<file path="src/rtl/gbdi_pkg.sv">
`timescale 1ns / 1ps
// ----------------------------------------------------------------------------
// gbdi_pkg: shared definitions of the genotype decoder
// Field widths, header constants, result and error codes, the configuration
// record and the 2-bit genotype decode table.
// ----------------------------------------------------------------------------
package gbdi_pkg;

	// Default width of the sample and variant counters.
	localparam int COUNT_WIDTH_DEF = 24;

	// Fixed field widths of the ports.
	localparam int CFG_W       = 24;
	localparam int IDX_OUT_W   = 24;
	localparam int CFG_INDEX_W = 2;

	// Depth of the queue between the front and the back.
	localparam int FIFO_DEPTH = 2;

	// Header bytes of a SNP-major file.
	localparam logic [7:0] MAGIC_FIRST    = 8'h6c;
	localparam logic [7:0] MAGIC_SECOND   = 8'h1b;
	localparam logic [7:0] MODE_SNP_MAJOR = 8'h01;

	// Header position at which the header is complete.
	localparam logic [1:0] HDR_DONE = 2'd3;

	// Two-bit genotype codes.
	localparam logic [1:0] CODE_MASK    = 2'h3;
	localparam logic [1:0] CODE_MISSING = 2'd1;

	// Kind of a result word.
	typedef enum logic [1:0] {
		KIND_GENOTYPE = 2'd0,
		KIND_FILL     = 2'd1,
		KIND_ERROR    = 2'd2
	} kind_t;

	// Error code of a result word.
	typedef enum logic [1:0] {
		ERR_NONE  = 2'd0,
		ERR_MAGIC = 2'd1,
		ERR_MODE  = 2'd2
	} error_t;

	// Register indexes of the configuration port.
	typedef enum logic [CFG_INDEX_W-1:0] {
		CFG_SAMPLE_COUNT  = 2'd0,
		CFG_VARIANT_COUNT = 2'd1,
		CFG_IMPUTE_MODE   = 2'd2
	} cfg_index_t;

	// Configuration registers as seen by the front.
	typedef struct packed {
		logic [CFG_W-1:0] sample_count;
		logic [CFG_W-1:0] variant_count;
		logic [1:0]       impute_mode;
	} cfg_t;

	// Width of one queue entry for a given counter width.
	function automatic int entry_width(input int cw);
		return 16 + 2 * cw;
	endfunction

	// Dosage of a non-missing code: 0 gives 2, 2 gives 1, 3 gives 0.
	function automatic logic [1:0] decode_code(input logic [1:0] code);
		logic [1:0] v;
		unique case (code)
			2'd0:    v = 2'd2;
			2'd2:    v = 2'd1;
			default: v = 2'd0;
		endcase
		return v;
	endfunction

endpackage

</file>
<file path="src/rtl/gbdi_front.sv">
`timescale 1ns / 1ps
// ----------------------------------------------------------------------------
// gbdi_front: byte intake and classification
// Checks the header, tracks sample and variant position, turns each data byte
// within the variant count into one queue entry that tells the back what to emit.
// ----------------------------------------------------------------------------
module gbdi_front #(
	parameter int COUNT_WIDTH = gbdi_pkg::COUNT_WIDTH_DEF,
	parameter int ENTRY_W     = gbdi_pkg::entry_width(COUNT_WIDTH)
) (
	input  logic                clk,
	input  logic                arst_n,
	input  gbdi_pkg::cfg_t      cfg,
	input  logic                accept,
	input  logic [7:0]          bed_byte,
	output logic                push,
	output logic [ENTRY_W-1:0]  push_data
);

	localparam int CMP_W = (COUNT_WIDTH > gbdi_pkg::CFG_W) ? COUNT_WIDTH : gbdi_pkg::CFG_W;

	typedef struct packed {
		logic                   is_err;
		gbdi_pkg::error_t       err_code;
		logic [7:0]             codes;
		logic [2:0]             n_codes;
		logic                   var_end;
		logic                   fill_req;
		logic [COUNT_WIDTH-1:0] sidx;
		logic [COUNT_WIDTH-1:0] vidx;
	} entry_t;

	logic [1:0]             hdr_pos_q;
	logic                   magic_good_q;
	logic                   halted_q;
	logic [COUNT_WIDTH-1:0] sample_ctr_q;
	logic [COUNT_WIDTH-1:0] variant_ctr_q;

	logic [CMP_W-1:0]       sc_ext;
	logic [CMP_W-1:0]       vc_ext;
	logic [CMP_W-1:0]       sctr_ext;
	logic [CMP_W-1:0]       vctr_ext;
	logic [CMP_W-1:0]       new_ext;
	logic [CMP_W-1:0]       remaining;
	logic [2:0]             n_codes;
	logic [COUNT_WIDTH-1:0] new_ctr;
	logic                   var_end;
	logic                   in_header;
	logic                   past_end;
	logic                   hdr_fail;
	gbdi_pkg::error_t       hdr_err;
	entry_t                 entry;

	// Position arithmetic for one data byte.
	always_comb begin
		sc_ext    = CMP_W'(cfg.sample_count);
		vc_ext    = CMP_W'(cfg.variant_count);
		sctr_ext  = CMP_W'(sample_ctr_q);
		vctr_ext  = CMP_W'(variant_ctr_q);
		remaining = (sctr_ext < sc_ext) ? (sc_ext - sctr_ext) : '0;
		n_codes   = (remaining >= CMP_W'(4)) ? 3'd4 : remaining[2:0];
		new_ctr   = COUNT_WIDTH'(sample_ctr_q + COUNT_WIDTH'(n_codes));
		new_ext   = CMP_W'(new_ctr);
		var_end   = (new_ext >= sc_ext);
		in_header = (hdr_pos_q != gbdi_pkg::HDR_DONE);
		past_end  = (vctr_ext >= vc_ext);
	end

	// Header check at the mode byte; a bad magic takes precedence.
	always_comb begin
		hdr_fail = 1'b0;
		hdr_err  = gbdi_pkg::ERR_NONE;
		if (hdr_pos_q == 2'd2) begin
			if (!magic_good_q) begin
				hdr_fail = 1'b1;
				hdr_err  = gbdi_pkg::ERR_MAGIC;
			end else if (bed_byte != gbdi_pkg::MODE_SNP_MAJOR) begin
				hdr_fail = 1'b1;
				hdr_err  = gbdi_pkg::ERR_MODE;
			end
		end
	end

	// Queue entry for the current byte.
	always_comb begin
		entry.is_err   = in_header;
		entry.err_code = hdr_err;
		entry.codes    = bed_byte;
		entry.n_codes  = n_codes;
		entry.var_end  = var_end;
		entry.fill_req = var_end && (cfg.impute_mode != 2'd0);
		entry.sidx     = sample_ctr_q;
		entry.vidx     = variant_ctr_q;
		if (in_header) begin
			entry.n_codes  = 3'd0;
			entry.var_end  = 1'b0;
			entry.fill_req = 1'b0;
			entry.sidx     = '0;
			entry.vidx     = '0;
		end
		push_data = entry;
		push      = accept && !halted_q && (in_header ? hdr_fail : !past_end);
	end

	// Header and position state.
	always_ff @(posedge clk or negedge arst_n) begin
		if (!arst_n) begin
			hdr_pos_q     <= '0;
			magic_good_q  <= 1'b1;
			halted_q      <= 1'b0;
			sample_ctr_q  <= '0;
			variant_ctr_q <= '0;
		end else if (accept && !halted_q) begin
			if (in_header) begin
				if (hdr_pos_q == 2'd0 && bed_byte != gbdi_pkg::MAGIC_FIRST) begin
					magic_good_q <= 1'b0;
				end
				if (hdr_pos_q == 2'd1 && bed_byte != gbdi_pkg::MAGIC_SECOND) begin
					magic_good_q <= 1'b0;
				end
				if (hdr_fail) begin
					halted_q <= 1'b1;
				end else begin
					hdr_pos_q <= hdr_pos_q + 2'd1;
				end
			end else if (!past_end) begin
				if (var_end) begin
					sample_ctr_q  <= '0;
					variant_ctr_q <= variant_ctr_q + COUNT_WIDTH'(1);
				end else begin
					sample_ctr_q <= new_ctr;
				end
			end
		end
	end

endmodule

</file>
<file path="src/rtl/gbdi_fifo.sv">
`timescale 1ns / 1ps
// ----------------------------------------------------------------------------
// gbdi_fifo: short queue between front and back
// A small register queue; the head is visible while the queue is not empty.
// ----------------------------------------------------------------------------
module gbdi_fifo #(
	parameter int WIDTH = 64,
	parameter int DEPTH = gbdi_pkg::FIFO_DEPTH
) (
	input  logic             clk,
	input  logic             arst_n,
	input  logic             push,
	input  logic [WIDTH-1:0] push_data,
	input  logic             pop,
	output logic             full,
	output logic             head_valid,
	output logic [WIDTH-1:0] head_data
);

	localparam int PTR_W = (DEPTH > 1) ? $clog2(DEPTH) : 1;
	localparam int CNT_W = $clog2(DEPTH + 1);

	logic [WIDTH-1:0] mem_q [DEPTH];
	logic [PTR_W-1:0] wr_ptr_q;
	logic [PTR_W-1:0] rd_ptr_q;
	logic [CNT_W-1:0] count_q;

	assign full       = (count_q == CNT_W'(DEPTH));
	assign head_valid = (count_q != '0);
	assign head_data  = mem_q[rd_ptr_q];

	// Storage.
	always_ff @(posedge clk) begin
		if (push) begin
			mem_q[wr_ptr_q] <= push_data;
		end
	end

	// Pointers and fill level.
	always_ff @(posedge clk or negedge arst_n) begin
		if (!arst_n) begin
			wr_ptr_q <= '0;
			rd_ptr_q <= '0;
			count_q  <= '0;
		end else begin
			if (push) begin
				wr_ptr_q <= (wr_ptr_q == PTR_W'(DEPTH - 1)) ? '0 : wr_ptr_q + PTR_W'(1);
			end
			if (pop) begin
				rd_ptr_q <= (rd_ptr_q == PTR_W'(DEPTH - 1)) ? '0 : rd_ptr_q + PTR_W'(1);
			end
			if (push && !pop) begin
				count_q <= count_q + CNT_W'(1);
			end else if (pop && !push) begin
				count_q <= count_q - CNT_W'(1);
			end
		end
	end

endmodule

</file>
<file path="src/rtl/gbdi_back.sv">
`timescale 1ns / 1ps
// ----------------------------------------------------------------------------
// gbdi_back: result generation
// Walks one queue entry's codes, one result word per cycle unless stalled, keeps
// the per-variant dosage sum and count and emits the rounded fill value.
// ----------------------------------------------------------------------------
module gbdi_back #(
	parameter int COUNT_WIDTH = gbdi_pkg::COUNT_WIDTH_DEF,
	parameter int ENTRY_W     = gbdi_pkg::entry_width(COUNT_WIDTH)
) (
	input  logic                              clk,
	input  logic                              arst_n,
	input  logic                              head_valid,
	input  logic [ENTRY_W-1:0]                head_data,
	output logic                              pop,
	output logic                              out_valid,
	input  logic                              out_stall,
	output logic [1:0]                        kind,
	output logic [gbdi_pkg::IDX_OUT_W-1:0]    sample_index,
	output logic [gbdi_pkg::IDX_OUT_W-1:0]    variant_index,
	output logic [1:0]                        genotype,
	output logic                              missing,
	output logic                              fill_valid,
	output logic [1:0]                        error_code,
	output logic                              last
);

	localparam int CMP_W = (COUNT_WIDTH > gbdi_pkg::IDX_OUT_W) ? COUNT_WIDTH
	                                                          : gbdi_pkg::IDX_OUT_W;

	typedef struct packed {
		logic                   is_err;
		gbdi_pkg::error_t       err_code;
		logic [7:0]             codes;
		logic [2:0]             n_codes;
		logic                   var_end;
		logic                   fill_req;
		logic [COUNT_WIDTH-1:0] sidx;
		logic [COUNT_WIDTH-1:0] vidx;
	} entry_t;

	entry_t                 entry_q;
	logic                   busy_q;
	logic [2:0]             step_q;
	logic [COUNT_WIDTH:0]   sum_q;
	logic [COUNT_WIDTH-1:0] cnt_q;
	logic                   out_valid_q;

	logic                   out_free;
	logic                   fire;
	logic                   emit;
	logic                   done;
	logic                   acc;
	logic [1:0]             code;
	logic [1:0]             dosage;
	logic [COUNT_WIDTH+1:0] two_sum;
	logic [COUNT_WIDTH+1:0] three_cnt;
	logic [1:0]             fill_val;
	logic [COUNT_WIDTH-1:0] cur_sidx;
	logic [CMP_W-1:0]       sidx_ext;
	logic [CMP_W-1:0]       vidx_ext;
	gbdi_pkg::kind_t        r_kind;
	logic [1:0]             r_geno;
	logic                   r_miss;
	logic                   r_fvalid;
	logic                   r_last;
	logic [CMP_W-1:0]       r_sidx;
	logic [CMP_W-1:0]       r_vidx;

	assign out_free = !out_valid_q || !out_stall;
	assign fire     = busy_q && out_free;
	assign pop      = head_valid && (!busy_q || (fire && done));

	// Rounded mean as compares: the fill is at least 1 when 2s >= c and 2 when 2s >= 3c.
	always_comb begin
		two_sum   = {sum_q, 1'b0};
		three_cnt = (COUNT_WIDTH + 2)'(cnt_q) + {1'b0, cnt_q, 1'b0};
		if (two_sum >= three_cnt) begin
			fill_val = 2'd2;
		end else if (two_sum >= (COUNT_WIDTH + 2)'(cnt_q)) begin
			fill_val = 2'd1;
		end else begin
			fill_val = 2'd0;
		end
	end

	// Step selection for the current entry.
	always_comb begin
		code     = 2'(entry_q.codes >> {step_q[1:0], 1'b0}) & gbdi_pkg::CODE_MASK;
		dosage   = gbdi_pkg::decode_code(code);
		cur_sidx = COUNT_WIDTH'(entry_q.sidx + COUNT_WIDTH'(step_q[1:0]));
		sidx_ext = CMP_W'(cur_sidx);
		vidx_ext = CMP_W'(entry_q.vidx);
		emit     = 1'b0;
		done     = 1'b0;
		acc      = 1'b0;
		r_kind   = gbdi_pkg::KIND_GENOTYPE;
		r_geno   = 2'd0;
		r_miss   = 1'b0;
		r_fvalid = 1'b0;
		r_last   = 1'b0;
		r_sidx   = '0;
		r_vidx   = '0;
		if (entry_q.is_err) begin
			emit   = 1'b1;
			done   = 1'b1;
			r_kind = gbdi_pkg::KIND_ERROR;
			r_last = 1'b1;
		end else if (step_q < entry_q.n_codes) begin
			emit   = 1'b1;
			done   = (step_q == entry_q.n_codes - 3'd1) && !entry_q.fill_req;
			r_last = done;
			r_sidx = sidx_ext;
			r_vidx = vidx_ext;
			if (code == gbdi_pkg::CODE_MISSING) begin
				r_miss = 1'b1;
			end else begin
				r_geno = dosage;
				acc    = 1'b1;
			end
		end else if (entry_q.fill_req) begin
			emit     = 1'b1;
			done     = 1'b1;
			r_kind   = gbdi_pkg::KIND_FILL;
			r_last   = 1'b1;
			r_vidx   = vidx_ext;
			r_fvalid = (cnt_q != '0);
			r_geno   = (cnt_q != '0) ? fill_val : 2'd0;
		end else begin
			done = 1'b1;
		end
	end

	// Entry sequencing.
	always_ff @(posedge clk or negedge arst_n) begin
		if (!arst_n) begin
			busy_q <= 1'b0;
			step_q <= '0;
		end else if (pop) begin
			busy_q <= 1'b1;
			step_q <= '0;
		end else if (fire && done) begin
			busy_q <= 1'b0;
		end else if (fire) begin
			step_q <= step_q + 3'd1;
		end
	end

	always_ff @(posedge clk) begin
		if (pop) begin
			entry_q <= head_data;
		end
	end

	// Per-variant dosage sum and count of non-missing codes.
	always_ff @(posedge clk or negedge arst_n) begin
		if (!arst_n) begin
			sum_q <= '0;
			cnt_q <= '0;
		end else if (fire && done && entry_q.var_end) begin
			sum_q <= '0;
			cnt_q <= '0;
		end else if (fire && acc) begin
			sum_q <= sum_q + (COUNT_WIDTH + 1)'(dosage);
			cnt_q <= cnt_q + COUNT_WIDTH'(1);
		end
	end

	// Output register.
	always_ff @(posedge clk or negedge arst_n) begin
		if (!arst_n) begin
			out_valid_q <= 1'b0;
		end else if (fire && emit) begin
			out_valid_q <= 1'b1;
		end else if (!out_stall) begin
			out_valid_q <= 1'b0;
		end
	end

	always_ff @(posedge clk) begin
		if (fire && emit) begin
			kind          <= r_kind;
			sample_index  <= r_sidx[gbdi_pkg::IDX_OUT_W-1:0];
			variant_index <= r_vidx[gbdi_pkg::IDX_OUT_W-1:0];
			genotype      <= r_geno;
			missing       <= r_miss;
			fill_valid    <= r_fvalid;
			error_code    <= entry_q.is_err ? entry_q.err_code : gbdi_pkg::ERR_NONE;
			last          <= r_last;
		end
	end

	assign out_valid = out_valid_q;

endmodule

</file>
<file path="src/rtl/genotype_bed_decode_impute_top.sv">
`timescale 1ns / 1ps
// ----------------------------------------------------------------------------
// genotype_bed_decode_impute_top: SNP-major genotype byte decoder
// Header check, 2-bit genotype unpacking and per-variant mean fill value.
// ----------------------------------------------------------------------------
// Feed the file one byte per word on the input channel, header first. A good
// header gives no results; a bad one gives a single error word and the block
// ignores all further bytes until reset. Each data byte within the variant count
// gives one genotype word per valid sample in it and, at the end of a variant
// with imputation on, a fill word; the final word of each byte carries last.
// The front takes one byte per cycle into a two-entry queue while it has room;
// the back emits one result word per cycle while the output is not stalled and
// keeps a data byte until it has sent its genotype words and any fill word.
// Write the configuration only while the block is idle.
module genotype_bed_decode_impute_top #(
	parameter int COUNT_WIDTH = gbdi_pkg::COUNT_WIDTH_DEF
) (
	input  logic                                clk,
	input  logic                                arst_n,
	input  logic                                cfg_we,
	input  logic [gbdi_pkg::CFG_INDEX_W-1:0]    cfg_index,
	input  logic [gbdi_pkg::CFG_W-1:0]          cfg_data,
	input  logic                                in_valid,
	output logic                                in_stall,
	input  logic [7:0]                          bed_byte,
	output logic                                out_valid,
	input  logic                                out_stall,
	output logic [1:0]                          kind,
	output logic [gbdi_pkg::IDX_OUT_W-1:0]      sample_index,
	output logic [gbdi_pkg::IDX_OUT_W-1:0]      variant_index,
	output logic [1:0]                          genotype,
	output logic                                missing,
	output logic                                fill_valid,
	output logic [1:0]                          error_code,
	output logic                                last
);

	localparam int ENTRY_W = gbdi_pkg::entry_width(COUNT_WIDTH);

	gbdi_pkg::cfg_t     cfg_q;
	logic               accept;
	logic               push;
	logic [ENTRY_W-1:0] push_data;
	logic               pop;
	logic               full;
	logic               head_valid;
	logic [ENTRY_W-1:0] head_data;

	// Configuration registers.
	always_ff @(posedge clk or negedge arst_n) begin
		if (!arst_n) begin
			cfg_q.sample_count  <= gbdi_pkg::CFG_W'(1);
			cfg_q.variant_count <= gbdi_pkg::CFG_W'(1);
			cfg_q.impute_mode   <= 2'd0;
		end else if (cfg_we) begin
			unique case (cfg_index)
				gbdi_pkg::CFG_SAMPLE_COUNT:  cfg_q.sample_count  <= cfg_data;
				gbdi_pkg::CFG_VARIANT_COUNT: cfg_q.variant_count <= cfg_data;
				gbdi_pkg::CFG_IMPUTE_MODE:   cfg_q.impute_mode   <= cfg_data[1:0];
				default: ;
			endcase
		end
	end

	// A byte is taken whenever the queue has room.
	assign in_stall = full;
	assign accept   = in_valid && !full;

	gbdi_front #(
		.COUNT_WIDTH (COUNT_WIDTH),
		.ENTRY_W     (ENTRY_W)
	) u_front (
		.clk       (clk),
		.arst_n    (arst_n),
		.cfg       (cfg_q),
		.accept    (accept),
		.bed_byte  (bed_byte),
		.push      (push),
		.push_data (push_data)
	);

	gbdi_fifo #(
		.WIDTH (ENTRY_W),
		.DEPTH (gbdi_pkg::FIFO_DEPTH)
	) u_fifo (
		.clk        (clk),
		.arst_n     (arst_n),
		.push       (push),
		.push_data  (push_data),
		.pop        (pop),
		.full       (full),
		.head_valid (head_valid),
		.head_data  (head_data)
	);

	gbdi_back #(
		.COUNT_WIDTH (COUNT_WIDTH),
		.ENTRY_W     (ENTRY_W)
	) u_back (
		.clk           (clk),
		.arst_n        (arst_n),
		.head_valid    (head_valid),
		.head_data     (head_data),
		.pop           (pop),
		.out_valid     (out_valid),
		.out_stall     (out_stall),
		.kind          (kind),
		.sample_index  (sample_index),
		.variant_index (variant_index),
		.genotype      (genotype),
		.missing       (missing),
		.fill_valid    (fill_valid),
		.error_code    (error_code),
		.last          (last)
	);

	// An error word always closes its byte and carries a nonzero code.
	a_error_word: assert property (@(posedge clk) disable iff (!arst_n)
		out_valid && kind == gbdi_pkg::KIND_ERROR |-> last && error_code != gbdi_pkg::ERR_NONE)
		else $error("error word without last or code");

	// A fill word is the last word of its byte and has no sample position.
	a_fill_word: assert property (@(posedge clk) disable iff (!arst_n)
		out_valid && kind == gbdi_pkg::KIND_FILL |-> last && sample_index == '0 && !missing)
		else $error("malformed fill word");

	// Missing genotypes carry dosage zero, and no dosage exceeds two.
	a_dosage_range: assert property (@(posedge clk) disable iff (!arst_n)
		out_valid |-> genotype != 2'd3 && !(missing && genotype != 2'd0))
		else $error("genotype out of range");

	// The queue is never written while full.
	a_no_overflow: assert property (@(posedge clk) disable iff (!arst_n)
		push |-> !full)
		else $error("queue overflow");

endmodule

</file>
<file path="config.mk">
export PLATFORM = sky130hd
export DESIGN_NAME = genotype_bed_decode_impute_top
export DESIGN_NICKNAME = d
export VERILOG_FILES = /design/src/rtl/gbdi_pkg.sv /design/src/rtl/gbdi_front.sv /design/src/rtl/gbdi_fifo.sv /design/src/rtl/gbdi_back.sv /design/src/rtl/genotype_bed_decode_impute_top.sv
export SDC_FILE = /design/constraint.sdc
export NUM_CORES = 1
export LEC_CHECK = 0
export ABC_AREA = 1
export BUFFER_PORTS_ARGS = -buffer_cell sky130_fd_sc_hd__clkbuf_2
export CORE_MARGIN = 2
export CORE_UTILIZATION = 40
export CTS_BUF_LIST = sky130_fd_sc_hd__clkbuf_16
export DETAILED_ROUTE_END_ITERATION = 6
export GPL_TIMING_DRIVEN = 0
export SYNTH_ARGS = -nofsm -noshare
export SYNTH_HDL_FRONTEND = slang
export SYNTH_HIERARCHICAL = 1
export SYNTH_SLANG_ARGS = --single-unit
</file>
<file path="constraint.sdc">
create_clock -name clk -period 5.9 [get_ports clk]
set_input_delay 0.59 -clock clk [delete_from_list [all_inputs] [get_ports clk]]
set_output_delay 0.59 -clock clk [all_outputs]
set_load 0.05 [all_outputs]
</file>
Word level (Yosys, flattened, before mapping). Memory sizes are Yosys's and may differ from the RTL's. A register that Yosys moved wholly into a read port is not among the register bits. Cells that the tools add are included.

Input bits: 39. Memories kept: 1. Logic and storage cells: 167. RAM bits: 128. Output and inout port bits: 59. Bits in registers: 217.

Memories: u_fifo.mem_q (words 2, width 64, read ports 1, clocked after memory_dff 1, wr ports 1, line gbdi_fifo.sv:23) `logic [WIDTH-1:0] mem_q [DEPTH];`.

Bitwise operators: 5. $add $sub $neg: 14. Reduce and logical (&&, ||, !) cells: 49. Shifts and indexed selects: 1. Order comparisons: 7. Eq/ne operators: 14. Multiplexer cells: 51.

Operators by type and width (count): 24-bit two-way mux (6); 53-bit two-way mux (1); 25-bit two-way mux (2); 24-bit by 1-bit adder with 24-bit output, second input constant (2); 24-bit greater-or-equal comparator (2); 24-bit by 25-bit adder with 26-bit output (1); 26-bit by 24-bit greater-or-equal comparator with 1-bit output (1); 26-bit greater-or-equal comparator (1); 1-bit two-way mux (26); 25-bit by 2-bit adder with 25-bit output (1); 24-bit by 2-bit adder with 24-bit output (1); 24-bit by 3-bit adder with 24-bit output (1); 24-bit by 3-bit greater-or-equal comparator with 1-bit output, second input constant (1); 24-bit < comparator (1); 24-bit nonzero test (1); 24-bit subtractor (1); 2-bit two-way mux (11); 1-bit logical AND (15); 2-bit nonzero test (7); 3-bit two-way mux (4); 3-bit AND reduction (4); 1-bit logical NOT (9); 2-bit equality test, second input constant (4); 8-bit by 1-bit inequality test with 1-bit output, second input constant (1); 21 further kinds (37).

Longest topological paths before layout.
Word-level depth: 11. Depth in mapped cells: 45. Depth with buffers taken out: 43.

By module. The synthesis kept the hierarchy.

Modules (own cells, without submodules): gbdi_back (area an instance 11158.2 sq um, cells each 1356, times used 1, seq. area each 4984.8 sq um); gbdi_front (area an instance 6815.3 sq um, cells each 1105, times used 1, seq. area each 1302.5 sq um); gbdi_fifo (area an instance 5031.1 sq um, cells each 224, times used 1, seq. area each 3943.8 sq um); genotype_bed_decode_impute_top (area an instance 2093.3 sq um, cells each 225, times used 1, seq. area each 1253.7 sq um).

Worst setup path before layout. No wires, ideal clock.

Path type: register -> register. From: reg u_back.step_q[0]. To: reg u_fifo.count_q[1]. Data required time: 5783 ps. Library setup time: 117 ps. Stages on the path, launching flop included: 15. Slack: 382 ps. Data arrival time: 5401 ps. Path buffers: 1. Period minus slack after synthesis: 5518 ps. Cell sequence: dfrtp_1 buf_4 inv_2 ha_1 a21oi_1 nand4_2 nand2_1 nand2_1 a21oi_1 inv_1 ha_1 inv_1 nand3_1 nand2_1 nand2_1.

Cells in the longest elaborated chain, start to end: 10. Elaborated cells on any way between the ends: 13. Those cells by class: order compare (1); eq/ne (1); mux (3); reduce/logical (8).

RTL lines: start, declared (line gbdi_back.sv:44) `logic [2:0] step_q;`; start signal, assigned (line gbdi_back.sv:145) `step_q <= step_q + 3'd1;`; branches (longest 2 deep; another with 3-bit < comparator); 1-bit two-way mux (*) (line gbdi_back.sv:109) `end else if (step_q < entry_q.n_codes) begin`; 1-bit two-way mux (*) (line gbdi_back.sv:104) `if (entry_q.is_err) begin`; 1-bit logical AND (*) (line gbdi_back.sv:72) `assign pop = head_valid && (!busy_q || (fire && done));`; 1-bit logical OR (*) (line gbdi_back.sv:72); 1-bit logical AND (*) (line gbdi_back.sv:72); net pop (line genotype_bed_decode_impute_top.sv:44) `logic pop;`; 1-bit logical NOT (line gbdi_fifo.sv:52) `if (push && !pop) begin`; 1-bit logical AND (line gbdi_fifo.sv:52); 2-bit two-way mux / 2-bit nonzero test (equally long branches); end signal, assigned (line gbdi_fifo.sv:53) `count_q <= count_q + CNT_W'(1);`; end signal, assigned (line gbdi_fifo.sv:55) `count_q <= count_q - CNT_W'(1);`; end, declared (line gbdi_fifo.sv:26) `logic [CNT_W-1:0] count_q;`.

Mark *: on every way through the listed nets, which the timed path passes. A chain may end at the register's enable or synchronous reset.

Worst setup path in the final report.
From: reg cfg_q[26] (netlist name). To: reg u_front.variant_ctr_q[15].

Cells in the longest elaborated chain, start to end: 7. Elaborated cells on any way between the ends: 8. Those cells by class: add/sub (2); order compare (3); mux (2); reduce/logical (1).

RTL lines: start, declared (line genotype_bed_decode_impute_top.sv:40) `gbdi_pkg::cfg_t cfg_q;`; 24-bit subtractor / 24-bit < comparator (equally long branches) (line gbdi_front.sv:60) `remaining = (sctr_ext < sc_ext) ? (sc_ext - sctr_ext) : '0;`; 24-bit two-way mux (line gbdi_front.sv:60); 24-bit by 3-bit greater-or-equal comparator with 1-bit output (line gbdi_front.sv:61) `n_codes = (remaining >= CMP_W'(4)) ? 3'd4 : remaining[2:0];`; 3-bit two-way mux (line gbdi_front.sv:61); 24-bit by 3-bit adder with 24-bit output (line gbdi_front.sv:62) `new_ctr = COUNT_WIDTH'(sample_ctr_q + COUNT_WIDTH'(n_codes));`; 24-bit greater-or-equal comparator (*) (line gbdi_front.sv:64) `var_end = (new_ext >= sc_ext);`; 4-bit AND reduction (no line) (*); end signal, assigned (line gbdi_front.sv:129) `variant_ctr_q <= variant_ctr_q + COUNT_WIDTH'(1);`; end, declared (line gbdi_front.sv:37) `logic [COUNT_WIDTH-1:0] variant_ctr_q;`.

Every way passes the cells marked *; elsewhere a longest branch is shown, timed or not.

==> flow_summary.yaml <==
synthesis:
  async_reset_ff_share_pct: 39.1
  syn_area_mm2: 0.0251
  synthesis.nets: 3128
  yosysTopAreaCellShare_pct: 29.8
  yosys.area.top_type: "edfxtp_1"
  synth_warnings: 6
  synth_edf_count: 249
  synthCells: 2910
  yosysSeqAreaShare_pct: 45.8
  ys_ff_latch: 409
  synthTopCellsByArea: "edfxtp_1 30%, dfrtp_1 16%, nand2_1 12%, ha_1 8.6%, inv_1 6.0%"
  synth_cell_types: 58
  synth_area_per_cell_um2: 8.62
  synth-main-ff-cell: "edfxtp_1"
outcome:
  status: "complete, no violations"
critical_path:
  worstPathRequired_ns: 6.36
  cpMaxStageDelayCell: "dfstp_2"
  critPathTopFamily: "simple AND/OR/NAND/NOR gates"
  end_kind: "register"
  worst-path-buf-inv: 7
  start_kind: "register"
  critPathArrivalTime_ns: 6.18
  path_class: "reg -> reg"
  cp_max_fo: 10
  cp_slowest_stage_delay_ns: 0.55
grt:
  antenna_found_initial: 0
  grt_max_degree: 107
  first_global_vias: 18000
  grt_remaining_overflow: 0
  grt_pass1_wl_um: 100000
  grt_use_total_pct: 20.0
clock_network:
  clock_latency_ns: 0.58
  cts_made_buffers: 44
  clockBufferDepth: 3
  tritoncts: "yes"
  cts_root_buf: "clkbuf_16"
  hold_buffers: 0
  cts.reportedPaths.clkPinSlew_ns: 0.07
  clock_sinks: 409
  h-tree-depth: 2
route:
  ant_nets: 0
  route.detailed.drc: 0
  totalWireLength_um: 64600
  drt_first_pass_iters: 6
  avgRoutedWirePerCell_um: 16.4
  dr_total_vias: 19400
  vias_per_cell: 4.92
  drtIter0Drc: 1603
final_layout:
  final_common_cell: "nand2_1"
  syn2layout_area_growth_pct: 13.9
  diodes: 0
  fill_cells: 6000
  post-route-util_pct: 46.2
  layout-drive-gt1-share_pct: 13.7
  final_cell_mix: "801 x nand2_1, 402 x inv_1, 249 x edfxtp_1"
  nNetsFinal: 3292
timing:
  max_slew_margin_pct: 39.8
  fmax_mhz: 175
  worstMarginPinSlew_ns: 0.900
  hold_viol: 0
  period_needed_ns: 5.71
  post-route-period-util_pct: 96.8
  fin_worst_skew_ns: 0.0205
  slew_viol_final: 0
  rsz0062_at_grt: "true"
  setup_violations: 0
floorplan:
  std_cell_rows: 91
  io_pins: 98
  start_util_pct: 40.6
  die-area_mm2: 0.0648
  fp.dieH_um: 254
  core_mm2: 0.0618
  die_w_um: 254
power:
  p_leak_nw: 14.0
  power_mw: 10.5
  peakVddDrop_v: 0.000243
  powerDensity_mw_per_mm2: 366
hold_path:
  hp-class: "in -> async"
flow_run:
  maxCapViolCount: 0
placement:
  hpwl_um: 49900
  gp_congestion: 0.940
  place.port_buffers: 95
[per-stage QoR]
| step | setup TNS [ns] | worst slack, ns | hold WS, ns | area [um2] | instances |
|---|---|---|---|---|---|
| detailed placement | -11.67 | -0.403 | 0.454 | 26800 | 3848 |
| global placement | -174.31 | -1.59 | 0.434 | 26600 | 3842 |
| global route | -8.95 | -0.294 | 0.0418 | 28600 | 3946 |
| CTS | 0 | 0.0203 | 0.0109 | 28300 | 3931 |
| finish | 0 | 0.189 | 0.0192 | 28600 | 3946 |
| floorplan | 0 | 0.382 | 0.294 | 25100 | 2910 |
[path summary, 6_finish.rpt]
path,start,end,slack [ns],cells after the start
max in group asynchronous,arst_n,u_front/sample_ctr_q[2],4.93,2
max,cfg_q[26],u_front/variant_ctr_q[15],0.19,37
min,arst_n,u_back/cnt_q[18],0.02,1
min reg2reg,u_front/halted_q,u_front/halted_q,0.46,2
max reg2reg,cfg_q[26],u_front/variant_ctr_q[15],0.19,37
min in group clk,cfg_data[0],cfg_q[26],0.27,3
[what timing repair did]
action	CTS	global route
gates resized for setup	6	55
pin swaps	6	19
cloned	0	1
endpoints found under the hold margin	0	0
setup endpoints to repair	48	52
buffers inserted	5	14
[cells by family after synthesis]
family,share of synthesized area (%)
simple gates,25.5
xor+xnor,3.35
buf+inv,8.12
compound gates,4.52
flops,45.8
mux,3.62
fa+ha+maj,9.10
[cells in the mapped netlist (50+ instances only)]
| cell | number |
|---|---|
| nand2_1 | 816 |
| inv_1 | 399 |
| edfxtp_1 | 249 |
| nor2_1 | 222 |
| nand3_1 | 212 |
| ha_1 | 173 |
| dfrtp_1 | 157 |
| a21oi_1 | 115 |
| nand4_1 | 79 |
| xor2_1 | 69 |
| nor3_1 | 62 |
| mux2_4 | 50 |
[cell type report]
cell class | instances | area [um2] | share of cell area (%)
Multi-Input combinational cell | 2012 | 11800 | 41.2
Inverter | 413 | 1560 | 5.45
Clock buffer | 44 | 1100 | 3.85
Timing Repair Buffer | 121 | 798 | 2.79
Buffer | 73 | 502 | 1.75
Sequential cell | 409 | 11500 | 40.2
Clock inverter | 37 | 323 | 1.13
Tap cell | 837 | 1050 | 3.66
[registers in the layout (all words and copies together) (netlist names), 24 cells and up]
register / flops
u_fifo/mem_q: 128
cfg_q: 50
u_back/entry_q: 40
u_back/sum_q: 25
u_back/cnt_q: 24
u_back/sample_index: 24
u_back/variant_index: 24
u_back/vidx_ext: 24
u_front/sample_ctr_q: 24
u_front/variant_ctr_q: 24
[worst reg2reg max path, delay by kind of cell (launching register included)]
family	cells	cell delay [ns]
DFF	1	0.55
adders and majority gates	5	1.20
AOI/OAI and AO/OA	1	0.14
buffers and inverters	7	0.77
and+or+nand+nor	22	2.65
xor gates and xnor gates	2	0.28
[layer usage]
| layer | up-vias | GRT usage (%) | wire length [um] |
|---|---|---|---|
| met5 | - | 0 | 0 |
| met4 | 0 | 6.02 | 1810 |
| met2 | 506 | 30.1 | 27800 |
| met1 | 8941 | 29.8 | 31400 |
| li1 | 9871 | - | - |
| met3 | 89 | 2.65 | 3610 |
[where the power goes]
part	leakage [nW]	internal, mW	switching, mW
Sequential	4.74	3.76	0.322
Clock	0.719	1.51	1.17
Combinational	8.53	1.01	2.70
Power figures use the tool's default switching activity.
